<file path="config.mk">
export PLATFORM = sky130hd
export DESIGN_NAME = cql_frame_deframer
export DESIGN_NICKNAME = d
export VERILOG_FILES = /design/src/rtl/core/cqlfd_pkg.sv /design/src/rtl/core/cqlfd_parser.sv /design/src/rtl/core/cqlfd_fifo.sv /design/src/rtl/core/cqlfd_out.sv /design/src/rtl/core/cql_frame_deframer.sv
export SDC_FILE = /design/constraint.sdc
export NUM_CORES = 1
export LEC_CHECK = 0
export ABC_AREA = 0
export BUFFER_PORTS_ARGS = -buffer_cell sky130_fd_sc_hd__buf_4
export CORE_MARGIN = 1
export CORE_UTILIZATION = 60
export CTS_CLUSTER_DIAMETER = 30
export DETAILED_ROUTE_END_ITERATION = 7
export GPL_ROUTABILITY_DRIVEN = 0
export PLACE_DENSITY_LB_ADDON = 0.15
export SLEW_MARGIN = 20
export SYNTH_ARGS = -nofsm -noshare
export SYNTH_HDL_FRONTEND = slang
export SYNTH_SLANG_ARGS = --single-unit
</file>
<file path="constraint.sdc">
create_clock -name clk_i -period 6.5 [get_ports clk_i]
set_clock_uncertainty 0.05 [all_clocks]
set_input_delay 0.325 -clock clk_i [delete_from_list [all_inputs] [get_ports clk_i]]
set_output_delay 0.325 -clock clk_i [all_outputs]
set_load 0.01 [all_outputs]
</file>
<file path="src/rtl/core/cqlfd_pkg.sv">
// Shared types, constants and a helper function of the frame deframer.
package cqlfd_pkg;

  localparam int unsigned FIFO_DEPTH = 2;

  localparam logic [7:0] COMPRESSION_FLAG = 8'h01;
  localparam logic [7:0] MAX_VERSION      = 8'd4;
  localparam logic [2:0] FIRST_WIDE_VER   = 3'd3;
  localparam logic [3:0] HDR_LEN_SHORT    = 4'd8;
  localparam logic [3:0] HDR_LEN_LONG     = 4'd9;

  localparam int unsigned TDATA_W = 80;
  localparam int unsigned TUSER_W = 2;

  // Header byte positions.
  localparam logic [3:0] IDX_VERSION   = 4'd0;
  localparam logic [3:0] IDX_FLAGS     = 4'd1;
  localparam logic [3:0] IDX_STREAM_HI = 4'd2;
  localparam logic [3:0] IDX_STREAM_LO = 4'd3;

  // Request opcodes accepted by the parser.
  localparam logic [7:0] OP_STARTUP       = 8'd1;
  localparam logic [7:0] OP_OPTIONS       = 8'd5;
  localparam logic [7:0] OP_QUERY         = 8'd7;
  localparam logic [7:0] OP_PREPARE       = 8'd9;
  localparam logic [7:0] OP_EXECUTE       = 8'd10;
  localparam logic [7:0] OP_REGISTER      = 8'd11;
  localparam logic [7:0] OP_BATCH         = 8'd13;
  localparam logic [7:0] OP_AUTH_RESPONSE = 8'd15;

  typedef enum logic [1:0] {
    ERR_NONE        = 2'd0,
    ERR_VERSION     = 2'd1,
    ERR_COMPRESSION = 2'd2,
    ERR_OPCODE      = 2'd3
  } err_e;

  typedef struct packed {
    logic [7:0]  out_byte;
    logic        is_body;
    logic        body_last;
    logic        header_done;
    logic [2:0]  frame_version;
    logic [7:0]  frame_flags;
    logic [15:0] stream_id;
    logic [7:0]  frame_opcode;
    logic [31:0] body_length;
    logic [1:0]  error_code;
  } res_t;

  function automatic logic opcode_ok(input logic [7:0] op);
    logic ok;
    case (op)
      OP_STARTUP, OP_OPTIONS, OP_QUERY, OP_PREPARE,
      OP_EXECUTE, OP_REGISTER, OP_BATCH, OP_AUTH_RESPONSE: ok = 1'b1;
      default: ok = 1'b0;
    endcase
    return ok;
  endfunction

endpackage

</file>
<file path="src/rtl/core/cqlfd_parser.sv">
// Front end: accepts request bytes, tracks header and body position, builds result words.
module cqlfd_parser (
  input  logic              clk_i,
  input  logic              rst_ni,
  input  logic              s_axis_tvalid,
  output logic              s_axis_tready,
  input  logic [7:0]        s_axis_tdata,   // [7:0] in_byte
  input  logic              space_i,
  output logic              push_o,
  output cqlfd_pkg::res_t   res_o
);

  logic [2:0]      ver_q, ver_d;
  logic [3:0]      idx_q, idx_d;
  logic [7:0]      hver_q, hver_d;
  logic [7:0]      flags_q, flags_d;
  logic [15:0]     stream_q, stream_d;
  logic [7:0]      opcode_q, opcode_d;
  logic [31:0]     length_q, length_d;
  logic [31:0]     rem_q, rem_d;
  cqlfd_pkg::err_e err_q, err_d;

  logic       accept;
  logic [7:0] b;
  logic       first;
  logic [2:0] ver_eff;
  logic       wide;
  logic [3:0] hlen;
  logic [3:0] idx_nxt;
  logic       is_body, body_last, header_done;

  assign s_axis_tready = space_i;
  assign accept        = s_axis_tvalid & space_i;
  assign push_o        = accept;
  assign b             = s_axis_tdata;

  always_comb begin
    ver_d       = ver_q;
    idx_d       = idx_q;
    hver_d      = hver_q;
    flags_d     = flags_q;
    stream_d    = stream_q;
    opcode_d    = opcode_q;
    length_d    = length_q;
    rem_d       = rem_q;
    err_d       = err_q;
    is_body     = 1'b0;
    body_last   = 1'b0;
    header_done = 1'b0;
    first       = (idx_q == cqlfd_pkg::IDX_VERSION) && (ver_q == 3'd0);
    ver_eff     = first ? b[2:0] : ver_q;
    wide        = ver_eff >= cqlfd_pkg::FIRST_WIDE_VER;
    hlen        = wide ? cqlfd_pkg::HDR_LEN_LONG : cqlfd_pkg::HDR_LEN_SHORT;
    idx_nxt     = idx_q + 4'd1;

    if (err_q == cqlfd_pkg::ERR_NONE) begin
      if (rem_q != 32'd0) begin
        is_body   = 1'b1;
        rem_d     = rem_q - 32'd1;
        body_last = (rem_q == 32'd1);
      end else if (first && (b == 8'd0 || b > cqlfd_pkg::MAX_VERSION)) begin
        // A first byte outside the supported versions sets the sticky version error at once.
        hver_d = b;
        err_d  = cqlfd_pkg::ERR_VERSION;
      end else begin
        ver_d = ver_eff;
        if (idx_q == cqlfd_pkg::IDX_VERSION) begin
          hver_d = b;
        end else if (idx_q == cqlfd_pkg::IDX_FLAGS) begin
          flags_d = b;
        end else if (idx_q == cqlfd_pkg::IDX_STREAM_HI) begin
          stream_d = {8'd0, b};
        end else if (wide && idx_q == cqlfd_pkg::IDX_STREAM_LO) begin
          stream_d = {stream_q[7:0], b};
        end else if (idx_q == (wide ? 4'd4 : 4'd3)) begin
          opcode_d = b;
        end else if (idx_q == (wide ? 4'd5 : 4'd4)) begin
          length_d = {24'd0, b};
        end else begin
          length_d = {length_q[23:0], b};
        end

        if (idx_nxt >= hlen) begin
          // The completing byte is always a length byte, so the other fields are settled.
          idx_d = 4'd0;
          if (hver_q != {5'd0, ver_q}) begin
            err_d = cqlfd_pkg::ERR_VERSION;
          end else if ((flags_q & cqlfd_pkg::COMPRESSION_FLAG) != 8'd0) begin
            err_d = cqlfd_pkg::ERR_COMPRESSION;
          end else if (!cqlfd_pkg::opcode_ok(opcode_q)) begin
            err_d = cqlfd_pkg::ERR_OPCODE;
          end else begin
            header_done = 1'b1;
            rem_d       = length_d;
          end
        end else begin
          idx_d = idx_nxt;
        end
      end
    end
  end

  always_comb begin
    res_o.out_byte      = b;
    res_o.is_body       = is_body;
    res_o.body_last     = body_last;
    res_o.header_done   = header_done;
    res_o.frame_version = ver_d;
    res_o.frame_flags   = flags_d;
    res_o.stream_id     = stream_d;
    res_o.frame_opcode  = opcode_d;
    res_o.body_length   = length_d;
    res_o.error_code    = err_d;
  end

  always_ff @(posedge clk_i or negedge rst_ni) begin
    if (!rst_ni) begin
      ver_q    <= 3'd0;
      idx_q    <= 4'd0;
      hver_q   <= 8'd0;
      flags_q  <= 8'd0;
      stream_q <= 16'd0;
      opcode_q <= 8'd0;
      length_q <= 32'd0;
      rem_q    <= 32'd0;
      err_q    <= cqlfd_pkg::ERR_NONE;
    end else if (accept) begin
      ver_q    <= ver_d;
      idx_q    <= idx_d;
      hver_q   <= hver_d;
      flags_q  <= flags_d;
      stream_q <= stream_d;
      opcode_q <= opcode_d;
      length_q <= length_d;
      rem_q    <= rem_d;
      err_q    <= err_d;
    end
  end

endmodule

</file>
<file path="src/rtl/core/cqlfd_fifo.sv">
// Short result queue between the parser and the output stage.
module cqlfd_fifo #(
  parameter int unsigned Depth = cqlfd_pkg::FIFO_DEPTH
) (
  input  logic            clk_i,
  input  logic            rst_ni,
  input  logic            push_i,
  input  cqlfd_pkg::res_t wdata_i,
  output logic            space_o,
  input  logic            pop_i,
  output logic            valid_o,
  output cqlfd_pkg::res_t rdata_o
);

  localparam int unsigned PtrW = $clog2(Depth);
  localparam int unsigned CntW = $clog2(Depth + 1);
  localparam logic [PtrW-1:0] LastPtr = PtrW'(Depth - 1);
  localparam logic [CntW-1:0] Full    = CntW'(Depth);

  cqlfd_pkg::res_t mem_q [Depth];
  logic [PtrW-1:0] wr_ptr_q, wr_ptr_d;
  logic [PtrW-1:0] rd_ptr_q, rd_ptr_d;
  logic [CntW-1:0] cnt_q, cnt_d;
  logic            do_pop;

  assign space_o = (cnt_q != Full);
  assign valid_o = (cnt_q != '0);
  assign rdata_o = mem_q[rd_ptr_q];
  assign do_pop  = pop_i & valid_o;

  always_comb begin
    wr_ptr_d = push_i ? ((wr_ptr_q == LastPtr) ? '0 : wr_ptr_q + 1'b1) : wr_ptr_q;
    rd_ptr_d = do_pop ? ((rd_ptr_q == LastPtr) ? '0 : rd_ptr_q + 1'b1) : rd_ptr_q;
    cnt_d    = cnt_q;
    if (push_i && !do_pop) begin
      cnt_d = cnt_q + 1'b1;
    end else if (!push_i && do_pop) begin
      cnt_d = cnt_q - 1'b1;
    end
  end

  always_ff @(posedge clk_i) begin
    if (push_i) begin
      mem_q[wr_ptr_q] <= wdata_i;
    end
  end

  always_ff @(posedge clk_i or negedge rst_ni) begin
    if (!rst_ni) begin
      wr_ptr_q <= '0;
      rd_ptr_q <= '0;
      cnt_q    <= '0;
    end else begin
      wr_ptr_q <= wr_ptr_d;
      rd_ptr_q <= rd_ptr_d;
      cnt_q    <= cnt_d;
    end
  end

endmodule

</file>
<file path="src/rtl/core/cqlfd_out.sv">
// Back end: output register that presents result words on the master stream.
module cqlfd_out (
  input  logic            clk_i,
  input  logic            rst_ni,
  input  logic            valid_i,
  input  cqlfd_pkg::res_t res_i,
  output logic            pop_o,
  output logic            m_axis_tvalid,
  input  logic            m_axis_tready,
  output cqlfd_pkg::res_t res_o
);

  logic            valid_q, valid_d;
  cqlfd_pkg::res_t res_q;

  // Take the next word whenever the register is empty or being drained.
  assign pop_o         = valid_i & (~valid_q | m_axis_tready);
  assign valid_d       = pop_o | (valid_q & ~m_axis_tready);
  assign m_axis_tvalid = valid_q;
  assign res_o         = res_q;

  always_ff @(posedge clk_i) begin
    if (pop_o) begin
      res_q <= res_i;
    end
  end

  always_ff @(posedge clk_i or negedge rst_ni) begin
    if (!rst_ni) begin
      valid_q <= 1'b0;
    end else begin
      valid_q <= valid_d;
    end
  end

endmodule

</file>
<file path="src/rtl/core/cql_frame_deframer.sv">
// A byte accepted on the slave side passes through the result queue and the output register.
// Throughput: one byte per cycle while the queue has space; the parser state updates in the cycle of acceptance.
// A result queue (FifoDepth words, at least 2) decouples the parser from the output register;
// when a stall has filled it, the input resumes in the cycle after the master side moves again.
// Reset is asynchronous and active low; it clears the version, header position, body
// count and sticky error, and empties the queue and the output register.
module cql_frame_deframer #(
  parameter int unsigned FifoDepth = cqlfd_pkg::FIFO_DEPTH
) (
  input  logic                          clk_i,
  input  logic                          rst_ni,
  input  logic                          s_axis_tvalid,
  output logic                          s_axis_tready,
  input  logic [7:0]                    s_axis_tdata,  // [7:0] in_byte
  output logic                          m_axis_tvalid,
  input  logic                          m_axis_tready,
  // [7:0] out_byte, [10:8] frame_version, [18:11] frame_flags, [34:19] stream_id,
  // [42:35] frame_opcode, [74:43] body_length, [76:75] error_code, [79:77] zero
  output logic [cqlfd_pkg::TDATA_W-1:0] m_axis_tdata,
  output logic                          m_axis_tlast,  // body_last
  output logic [cqlfd_pkg::TUSER_W-1:0] m_axis_tuser   // [0] is_body, [1] header_done
);

  cqlfd_pkg::res_t parse_res;
  cqlfd_pkg::res_t fifo_res;
  cqlfd_pkg::res_t out_res;
  logic            push;
  logic            space;
  logic            fifo_valid;
  logic            pop;

  cqlfd_parser u_parser (
    .clk_i         (clk_i),
    .rst_ni        (rst_ni),
    .s_axis_tvalid (s_axis_tvalid),
    .s_axis_tready (s_axis_tready),
    .s_axis_tdata  (s_axis_tdata),
    .space_i       (space),
    .push_o        (push),
    .res_o         (parse_res)
  );

  cqlfd_fifo #(
    .Depth (FifoDepth)
  ) u_fifo (
    .clk_i   (clk_i),
    .rst_ni  (rst_ni),
    .push_i  (push),
    .wdata_i (parse_res),
    .space_o (space),
    .pop_i   (pop),
    .valid_o (fifo_valid),
    .rdata_o (fifo_res)
  );

  cqlfd_out u_out (
    .clk_i         (clk_i),
    .rst_ni        (rst_ni),
    .valid_i       (fifo_valid),
    .res_i         (fifo_res),
    .pop_o         (pop),
    .m_axis_tvalid (m_axis_tvalid),
    .m_axis_tready (m_axis_tready),
    .res_o         (out_res)
  );

  assign m_axis_tdata = {3'b000, out_res.error_code, out_res.body_length, out_res.frame_opcode,
                         out_res.stream_id, out_res.frame_flags, out_res.frame_version,
                         out_res.out_byte};
  assign m_axis_tlast = out_res.body_last;
  assign m_axis_tuser = {out_res.header_done, out_res.is_body};

endmodule
</file>
==> results.md, run 1 <==
- Unrepaired setup endpoints after global routing: no
- Maximum VDD drop: 0.294 mV
- Buffers on Ports: 93
- Die area: around 0.026 mm^2
- Ports: 97
- Multi-input logic area: ~0.0047 mm^2
- Cells after Synth: approximately 1.1k
- Pwr Density: around 450 mW/mm^2
- GR Util All Layers: 27.1%
- Cell variety after synth: 70
- Kind of critical path: flop to flop
- Num CTS Buffers: 66
- Syn Std Cell Area: ~0.015 mm^2
- Die width: ~160 um
- Area contributors post-synth: edfxtp_1, dfrtp_1, mux2_2
- Register area share after synthesis: 67.2%
- Wire per inst: 21.4 um
- Hold Slack: approximately 0.10 ns
- Post-route cell area: around 0.018 mm^2
- Post-synth top area cell: edfxtp_1
- Seq cells post-synth: 358
- Final min period: 4.89 ns
- Resized cells post-CTS: 0
- Starting density of the core: 61.6%
- Remaining Overflow, GRT: 0
- Setup TNS: 0 ns
- Core area: 0.0245 mm^2
- Initial antenna violation count: 0
- Die H: 161 um
- Register area: 0.0102 mm^2
- Clock Tree Buf Depth: 3
- Vias/cell: 6.08
- CP endpoint kind: flop
- Final #Nets: 1225
- Drt first pass iters: 5
- Final hold viol count: 0
- Synth Flop Type: edfxtp_1
- Number of remaining DRC errors: 0
- CTS tree: built
- Clock Root Buffer: clkbuf_16
- WP data arrival: approximately 5.3 ns
- Share of cells above drive strength 1: a little under a third
- Overall Power: 8.24 mW
- Slew Limit Fails: 0
- Synth top area share: 47.7%
- Setup-failing EPs final: 0
- LEAKAGE: 7.24 nW
- CP required: slightly below 7 ns
- Post-CTS setup buffers: 0
- H-tree depth: 3
- Fill cells: 1497
- Largest net degree at the start of global routing: 81
- Post-Place Worst Slack: ~1.8 ns
- Num rows: 57
- Final WL: 33.8 mm
- Number of synthesis warnings: 0
- Hpwl dp: 19.8 mm
- Outcome: completed
- Hold buffers post-CTS: 2
- Worst skew pair latency: 0.57 ns
- Final ANT Viol Nets: 0
- Count leader, synth: edfxtp_1
- Worst-Margin Slew: ~1.1 ns
- Post-synth top cells: edfxtp_1, mux2_2, dfrtp_1
- Global-route wire length before repair: 53.4 mm
- Post-Syn Area per Cell: 13.8 um^2
- Crit-path max FO: 53
- Antenna cell count: 0
- EDFF count, synth: 240
- Area grow syn2layout: 22.2%
- Post-DP Area: 0.0161 mm^2
- Clk slew on worst S/H paths: 0.05 ns
- Peak Freq: 0.204 GHz
- Vias in the first global route: 9697
- Via count: 9627
- Number of clock sinks: 358
- CP startpoint kind: flop
- Share of async-settable or async-resettable flops after synthesis: 33.0%
- Relative slew slack: 24.2%
- Final WS setup: 1.61 ns
- Initial drt markers: 933
- Hold Crit Class: input port to flop
- Max Cap Violations: 0
- Final period util: 75.3%
routing by layer:
layer / vias up / part of all wire, % / global-route usage [%]
li1: 4356 / - / -
met1: 4731 / 43 / 37.8
met5: - / 0 / 0
met2: 470 / 46 / 41.2
met3: 70 / 8.8 / 6.61
met4: 0 / 2.5 / 10.8
final timing paths:
kind | from | endpoint | slack, ns | cells after the start
setup / recovery | u_parser.idx_q[1] | u_parser.length_q[5] | 1.61 | 12
hold / removal | s_axis_tdata[5] | u_fifo.mem_q[1][77] | 0.10 | 1
setup reg to reg | u_parser.idx_q[1] | u_parser.length_q[5] | 1.61 | 12
hold reg to reg | u_parser.length_q[24] | u_parser.length_q[24] | 0.43 | 2
max in group asynchronous | rst_ni | u_parser.rem_q[22] | 5.04 | 3
min in group asynchronous | rst_ni | u_parser.opcode_q[1] | 0.23 | 2
cell type report:
cell class	instances	share of cell area [%]
inverter	13	0.271
sequential	358	55.0
tap	324	2.19
clock buffer	82	9.76
timing repair buffer	104	4.38
clock inverter	40	3.05
multi-input combinational	662	25.3
flip-flops by register name (all words and copies together) (netlist names):
signal               cells
u_parser.hver_q          8
u_fifo.rd_ptr_q          1
u_fifo.mem_q           160
u_out.m_axis_tvalid      1
u_parser.ver_q           3
u_parser.rem_q          32
u_fifo.cnt_q             2
u_parser.length_q       32
u_parser.opcode_q        8
u_parser.stream_q       16
u_parser.flags_q         8
u_out.res_o             80
u_fifo.wr_ptr_q          1
u_parser.idx_q           4
u_parser.err_q           2
layout by cell type (no fill, tap or decap), types with 6 or more instances in the layout:
cell type    n
nor3_1      25
inv_1       12
a22o_1      20
o21ai_0     83
nor4_1       9
or3_1        7
clkbuf_1     9
ha_1         8
nor2_1      48
buf_4      100
clkbuf_16   68
xor2_1      10
mux2i_1      6
mux2_2     150
a21oi_1     41
inv_6       10
or4_1        6
nand3_1     18
clkinv_2     7
dfrtp_1    117
nand2_1    107
bufinv_16   11
o21bai_1     6
nand4_1      9
edfxtp_1   240
through the flow:
stage / cells / utilization, %
floorplan: 1097 / -
global placement: 1458 / 65.4
detailed placement: 1459 / 65.5
CTS: 1583 / 75.3
global route: 1583 / 75.3
finish: 1583 / 75.3
cell families (layout without fill, tap and decap cells):
group	after synthesis	in the layout	share of synthesized area (%)
and+or+nand+nor	282	282	9.35
xor gates and xnor gates	15	15	0.869
other	1	3	0.0248
AOI/OAI and AO/OA	196	196	8.00
DFF	358	358	67.2
muxes	158	158	11.8
buffers and inverters	77	239	2.15
adders and majority gates	8	8	0.662
power by group:
group / switching (mW) / total [mW] / leakage [nW] / internal (mW)
registers: 0.216 / 3.31 / 3.87 / 3.09
clock network: 1.18 / 3.61 / 1.15 / 2.43
logic: 0.718 / 1.32 / 2.22 / 0.600
total: 2.12 / 8.24 / 7.24 / 6.13
worst max-delay path: stages, from the launching register on:
cell      delay, ns
dfrtp_1        0.48
inv_1          0.18
ha_1           0.22
or3b_1         0.45
o41a_1         0.49
inv_1          0.11
ha_1           0.22
nor2b_1        0.25
a31oi_1        0.16
o221ai_4       0.47
buf_4          0.45
or2_2          0.78
mux2_2         0.42
No activity file was read; power rests on OpenSTA's default activity.
==> run 2, diff against run 1 <==
- CORE_UTILIZATION: 60 -> 55
- clock period: 6.5 -> 4.4 ns (I/O delays scaled with it)
==> run 2 against run 1 <==
Critical path depth stayed put. Utilization fell by 6.0 points. Sequential cell count did not move. Hold slack worse by 0.093 ns. Via count is 0.17% lower. Critical path type unchanged. Wire length down 1.2%. Non-clock buffer count grew 18. Register-to-register slack worse by 1.4 ns. Highest routed layer unchanged. Sequential power rose by 47%.
==> results.md, run 2 (synthesis gave the netlist of run 1 again) <==
- Outcome: completed
- H-tree depth: 3 (unchanged)
- Slew Limit Fails: 0 (unchanged)
- Setup-failing EPs final: 0 (unchanged)
- Clock Root Buffer: clkbuf_16
- Min-Delay Path Depth: 1 (unchanged)
- CP required: 4.71 ns (-2.18 ns)
- Vias in the first global route: 9359 (-3.5%)
- Post-Place Worst Slack: 0.274 ns (-1.54 ns)
- Hold path startpoint: s_axis_tdata[4]
- Clk slew on worst S/H paths: 0.05 ns (about the same)
- Remaining Overflow, GRT: 0 (unchanged)
- CTS tree: built
- Die area: 0.0282 mm^2 (+9.0%)
- R2r endpoint: u_fifo.mem_q[0][29]
- Hold Crit Class: input port to flop
- Largest net degree at the start of global routing: 82 (+1.2%)
- LEAKAGE: 7.34 nW (+1.4%)
- Buffers on Ports: 93 (unchanged)
- Hold Path End: u_fifo.mem_q[0][76]
- Clock Tree Buf Depth: 3 (unchanged)
- Final #Nets: 1246 (+1.7%)
- CP endpoint kind: flop
- Internal: 9.13 mW (+49%)
- Register area: 0.0102 mm^2 (unchanged)
- GR Util All Layers: 24.5% (-2.6 points)
- Via count: 9611 (-0.17%)
- Global-route wire length before repair: 52.9 mm (-0.97%)
- Worst-Margin Slew: 0.896 ns (-0.230 ns)
- Num rows: 60 (+5.3%)
- Initial drt markers: 968 (+3.8%)
- Post-route cell area: 0.0187 mm^2 (+1.1%)
- Maximum VDD drop: 0.382 mV (+30%)
- Crit-path max FO: 39 (-26%)
- Power share of the clock group: 44.1% (+0.3 points)
- Final min period: 4.18 ns (-0.711 ns)
- Peak Freq: 0.239 GHz (+17%)
- Hpwl dp: 20.0 mm (+1.2%)
- RR Startpoint: u_parser.idx_q[1]
- Unrepaired setup endpoints after global routing: yes
- Drt first pass iters: 5 (unchanged)
- Final WS setup: 0.220 ns (-1.39 ns)
- CP startpoint: u_parser.idx_q[1]
- Post-DP Area: 0.0162 mm^2 (+0.62%)
- Net Sw Frac: 25.4% (-0.33 points)
- Die width: 168 um (+4.4%)
- Initial antenna violation count: 0 (unchanged)
- Worst skew pair latency: 0.56 ns (about the same)
- Vias/cell: 5.92 (-2.6%)
- Largest register FFs: 160 (unchanged)
- Number of remaining DRC errors: 0 (unchanged)
- Share of cells above drive strength 1: 31.3% (+0.30 points)
- Final WL: 33.4 mm (-1.2%)
- Final period util: 95.0% (+20 points)
- Ports: 97 (unchanged)
- Kind of critical path: flop to flop
- Die H: 168 um (+4.4%)
- Final hold viol count: 0 (unchanged)
- Flop-to-flop setup slack: 0.22 ns (-1.39 ns)
- Final ANT Viol Nets: 0 (unchanged)
- Wire per inst: 20.6 um (-3.7%)
- Starting density of the core: 56.1% (-5.5 points)
- Overall Power: 12.2 mW (+48%)
- Biggest register: u_fifo.mem_q
- Area grow syn2layout: 23.5%
- Resized cells post-CTS: 0 (unchanged)
- Post-CTS setup buffers: 0 (unchanged)
- Fill cells: 1812 (+21%)
- Antenna cell count: 0 (unchanged)
- Multi-input logic area: 0.00468 mm^2 (-0.13%)
- Psw: 3.10 mW (+47%)
- Number of clock sinks: 358 (unchanged)
- WP data arrival: 4.49 ns (-0.79 ns)
- Comb power frac: 16.1% (about the same)
- Reg power frac: 39.8% (-0.4 points)
- Max Cap Violations: 0 (unchanged)
- CP startpoint kind: flop
- Pwr Density: 655 mW/mm^2 (+47%)
- Worst reg-to-reg path cell count: 12 (unchanged)
- Commonest non-fill, non-tap cell in the layout: edfxtp_1
- Relative slew slack: 40.1% (+16 points)
- Num CTS Buffers: 69 (+4.5%)
- Most frequent cells in the layout: edfxtp_1, mux2_2, dfrtp_1
- Core area: 0.0270 mm^2 (+9.9%)
-- run 2: cell count changes in the layout (fill, tap and decap cells not counted), moves of 2 or more --
cell           delta
clkbuf_1          +4
clkbuf_16         +4
clkinv_1          +3
buf_4            +15
clkbuf_8          -4
clkinv_8          +2
dlygate4sd3_1     +4
inv_6             -7
clkinv_2          +3
-- run 2: worst max path at each step --
stage | end | cells past startpoint | slack (ns)
after floorplan | u_fifo.mem_q[0][8] | 14 | 0.58
after global placement | u_fifo.mem_q[1][26] | 13 | 0.38
after detailed placement | u_fifo.mem_q[1][15] | 13 | 0.27
after CTS | u_fifo.mem_q[0][20] | 13 | 0.27
after global routing | u_fifo.mem_q[0][3] | 12 | -0.04
final | u_fifo.mem_q[0][29] | 12 | 0.22
-- run 2: timing repair --
item | 4_1_cts | 5_1_grt
hold buffers | 6 | 0
hold endpoints to repair | 64 | 0
setup endpoints to repair | 0 | 10
-- run 2: critical path: stages, from the launching register on --
cell	delay [ns]
dfrtp_1	0.46
inv_1	0.16
ha_1	0.20
or3b_1	0.47
o41a_1	0.50
inv_1	0.11
ha_1	0.27
nor2b_1	0.17
a31oi_1	0.29
o221ai_4	0.14
or2_2	0.62
buf_4	0.28
o21ai_0	0.26
-- run 2: per-stage QoR --
stage | setup TNS [ns] | cells | hold WS (ns) | utilization [%]
floorplan | 0 | 1097 | -0.126 | -
global placement | 0 | 1489 | 0.288 | 60.0
detailed placement | 0 | 1489 | 0.292 | 60.0
CTS | 0 | 1622 | 0.00230 | 69.2
global route | -0.208 | 1623 | 0.00158 | 69.3
finish | 0 | 1623 | 0.0108 | 69.3
-- run 2: power by group through the flow --
stage	registers (mW)	clock network [mW]	logic, mW
global route	4.94	5.63	2.13
floorplan	5.02	0	0.971
finish	4.87	5.40	1.97
detailed placement	5.01	0	1.86
global placement	4.99	0	1.84
CTS	4.97	5.45	1.88
-- run 2: final cells by class --
type | count | area share, %
clock inverters | 41 | 2.94
well taps | 341 | 2.28
inverters | 13 | 0.268
clock buffers | 86 | 9.98
flip-flops and latches | 358 | 54.4
repair buffers | 122 | 5.09
multi-input cells | 662 | 25.0
-- run 2: layer usage --
metal	vias to the layer above	routed length, um	GRT usage (%)	part of all wire [%]
li1	4401	-	-	-
met1	4767	15300	36.3	46
met2	399	14900	36.0	45
met3	44	2650	6.02	7.9
met4	0	498	7.38	1.5
met5	-	0	0	0
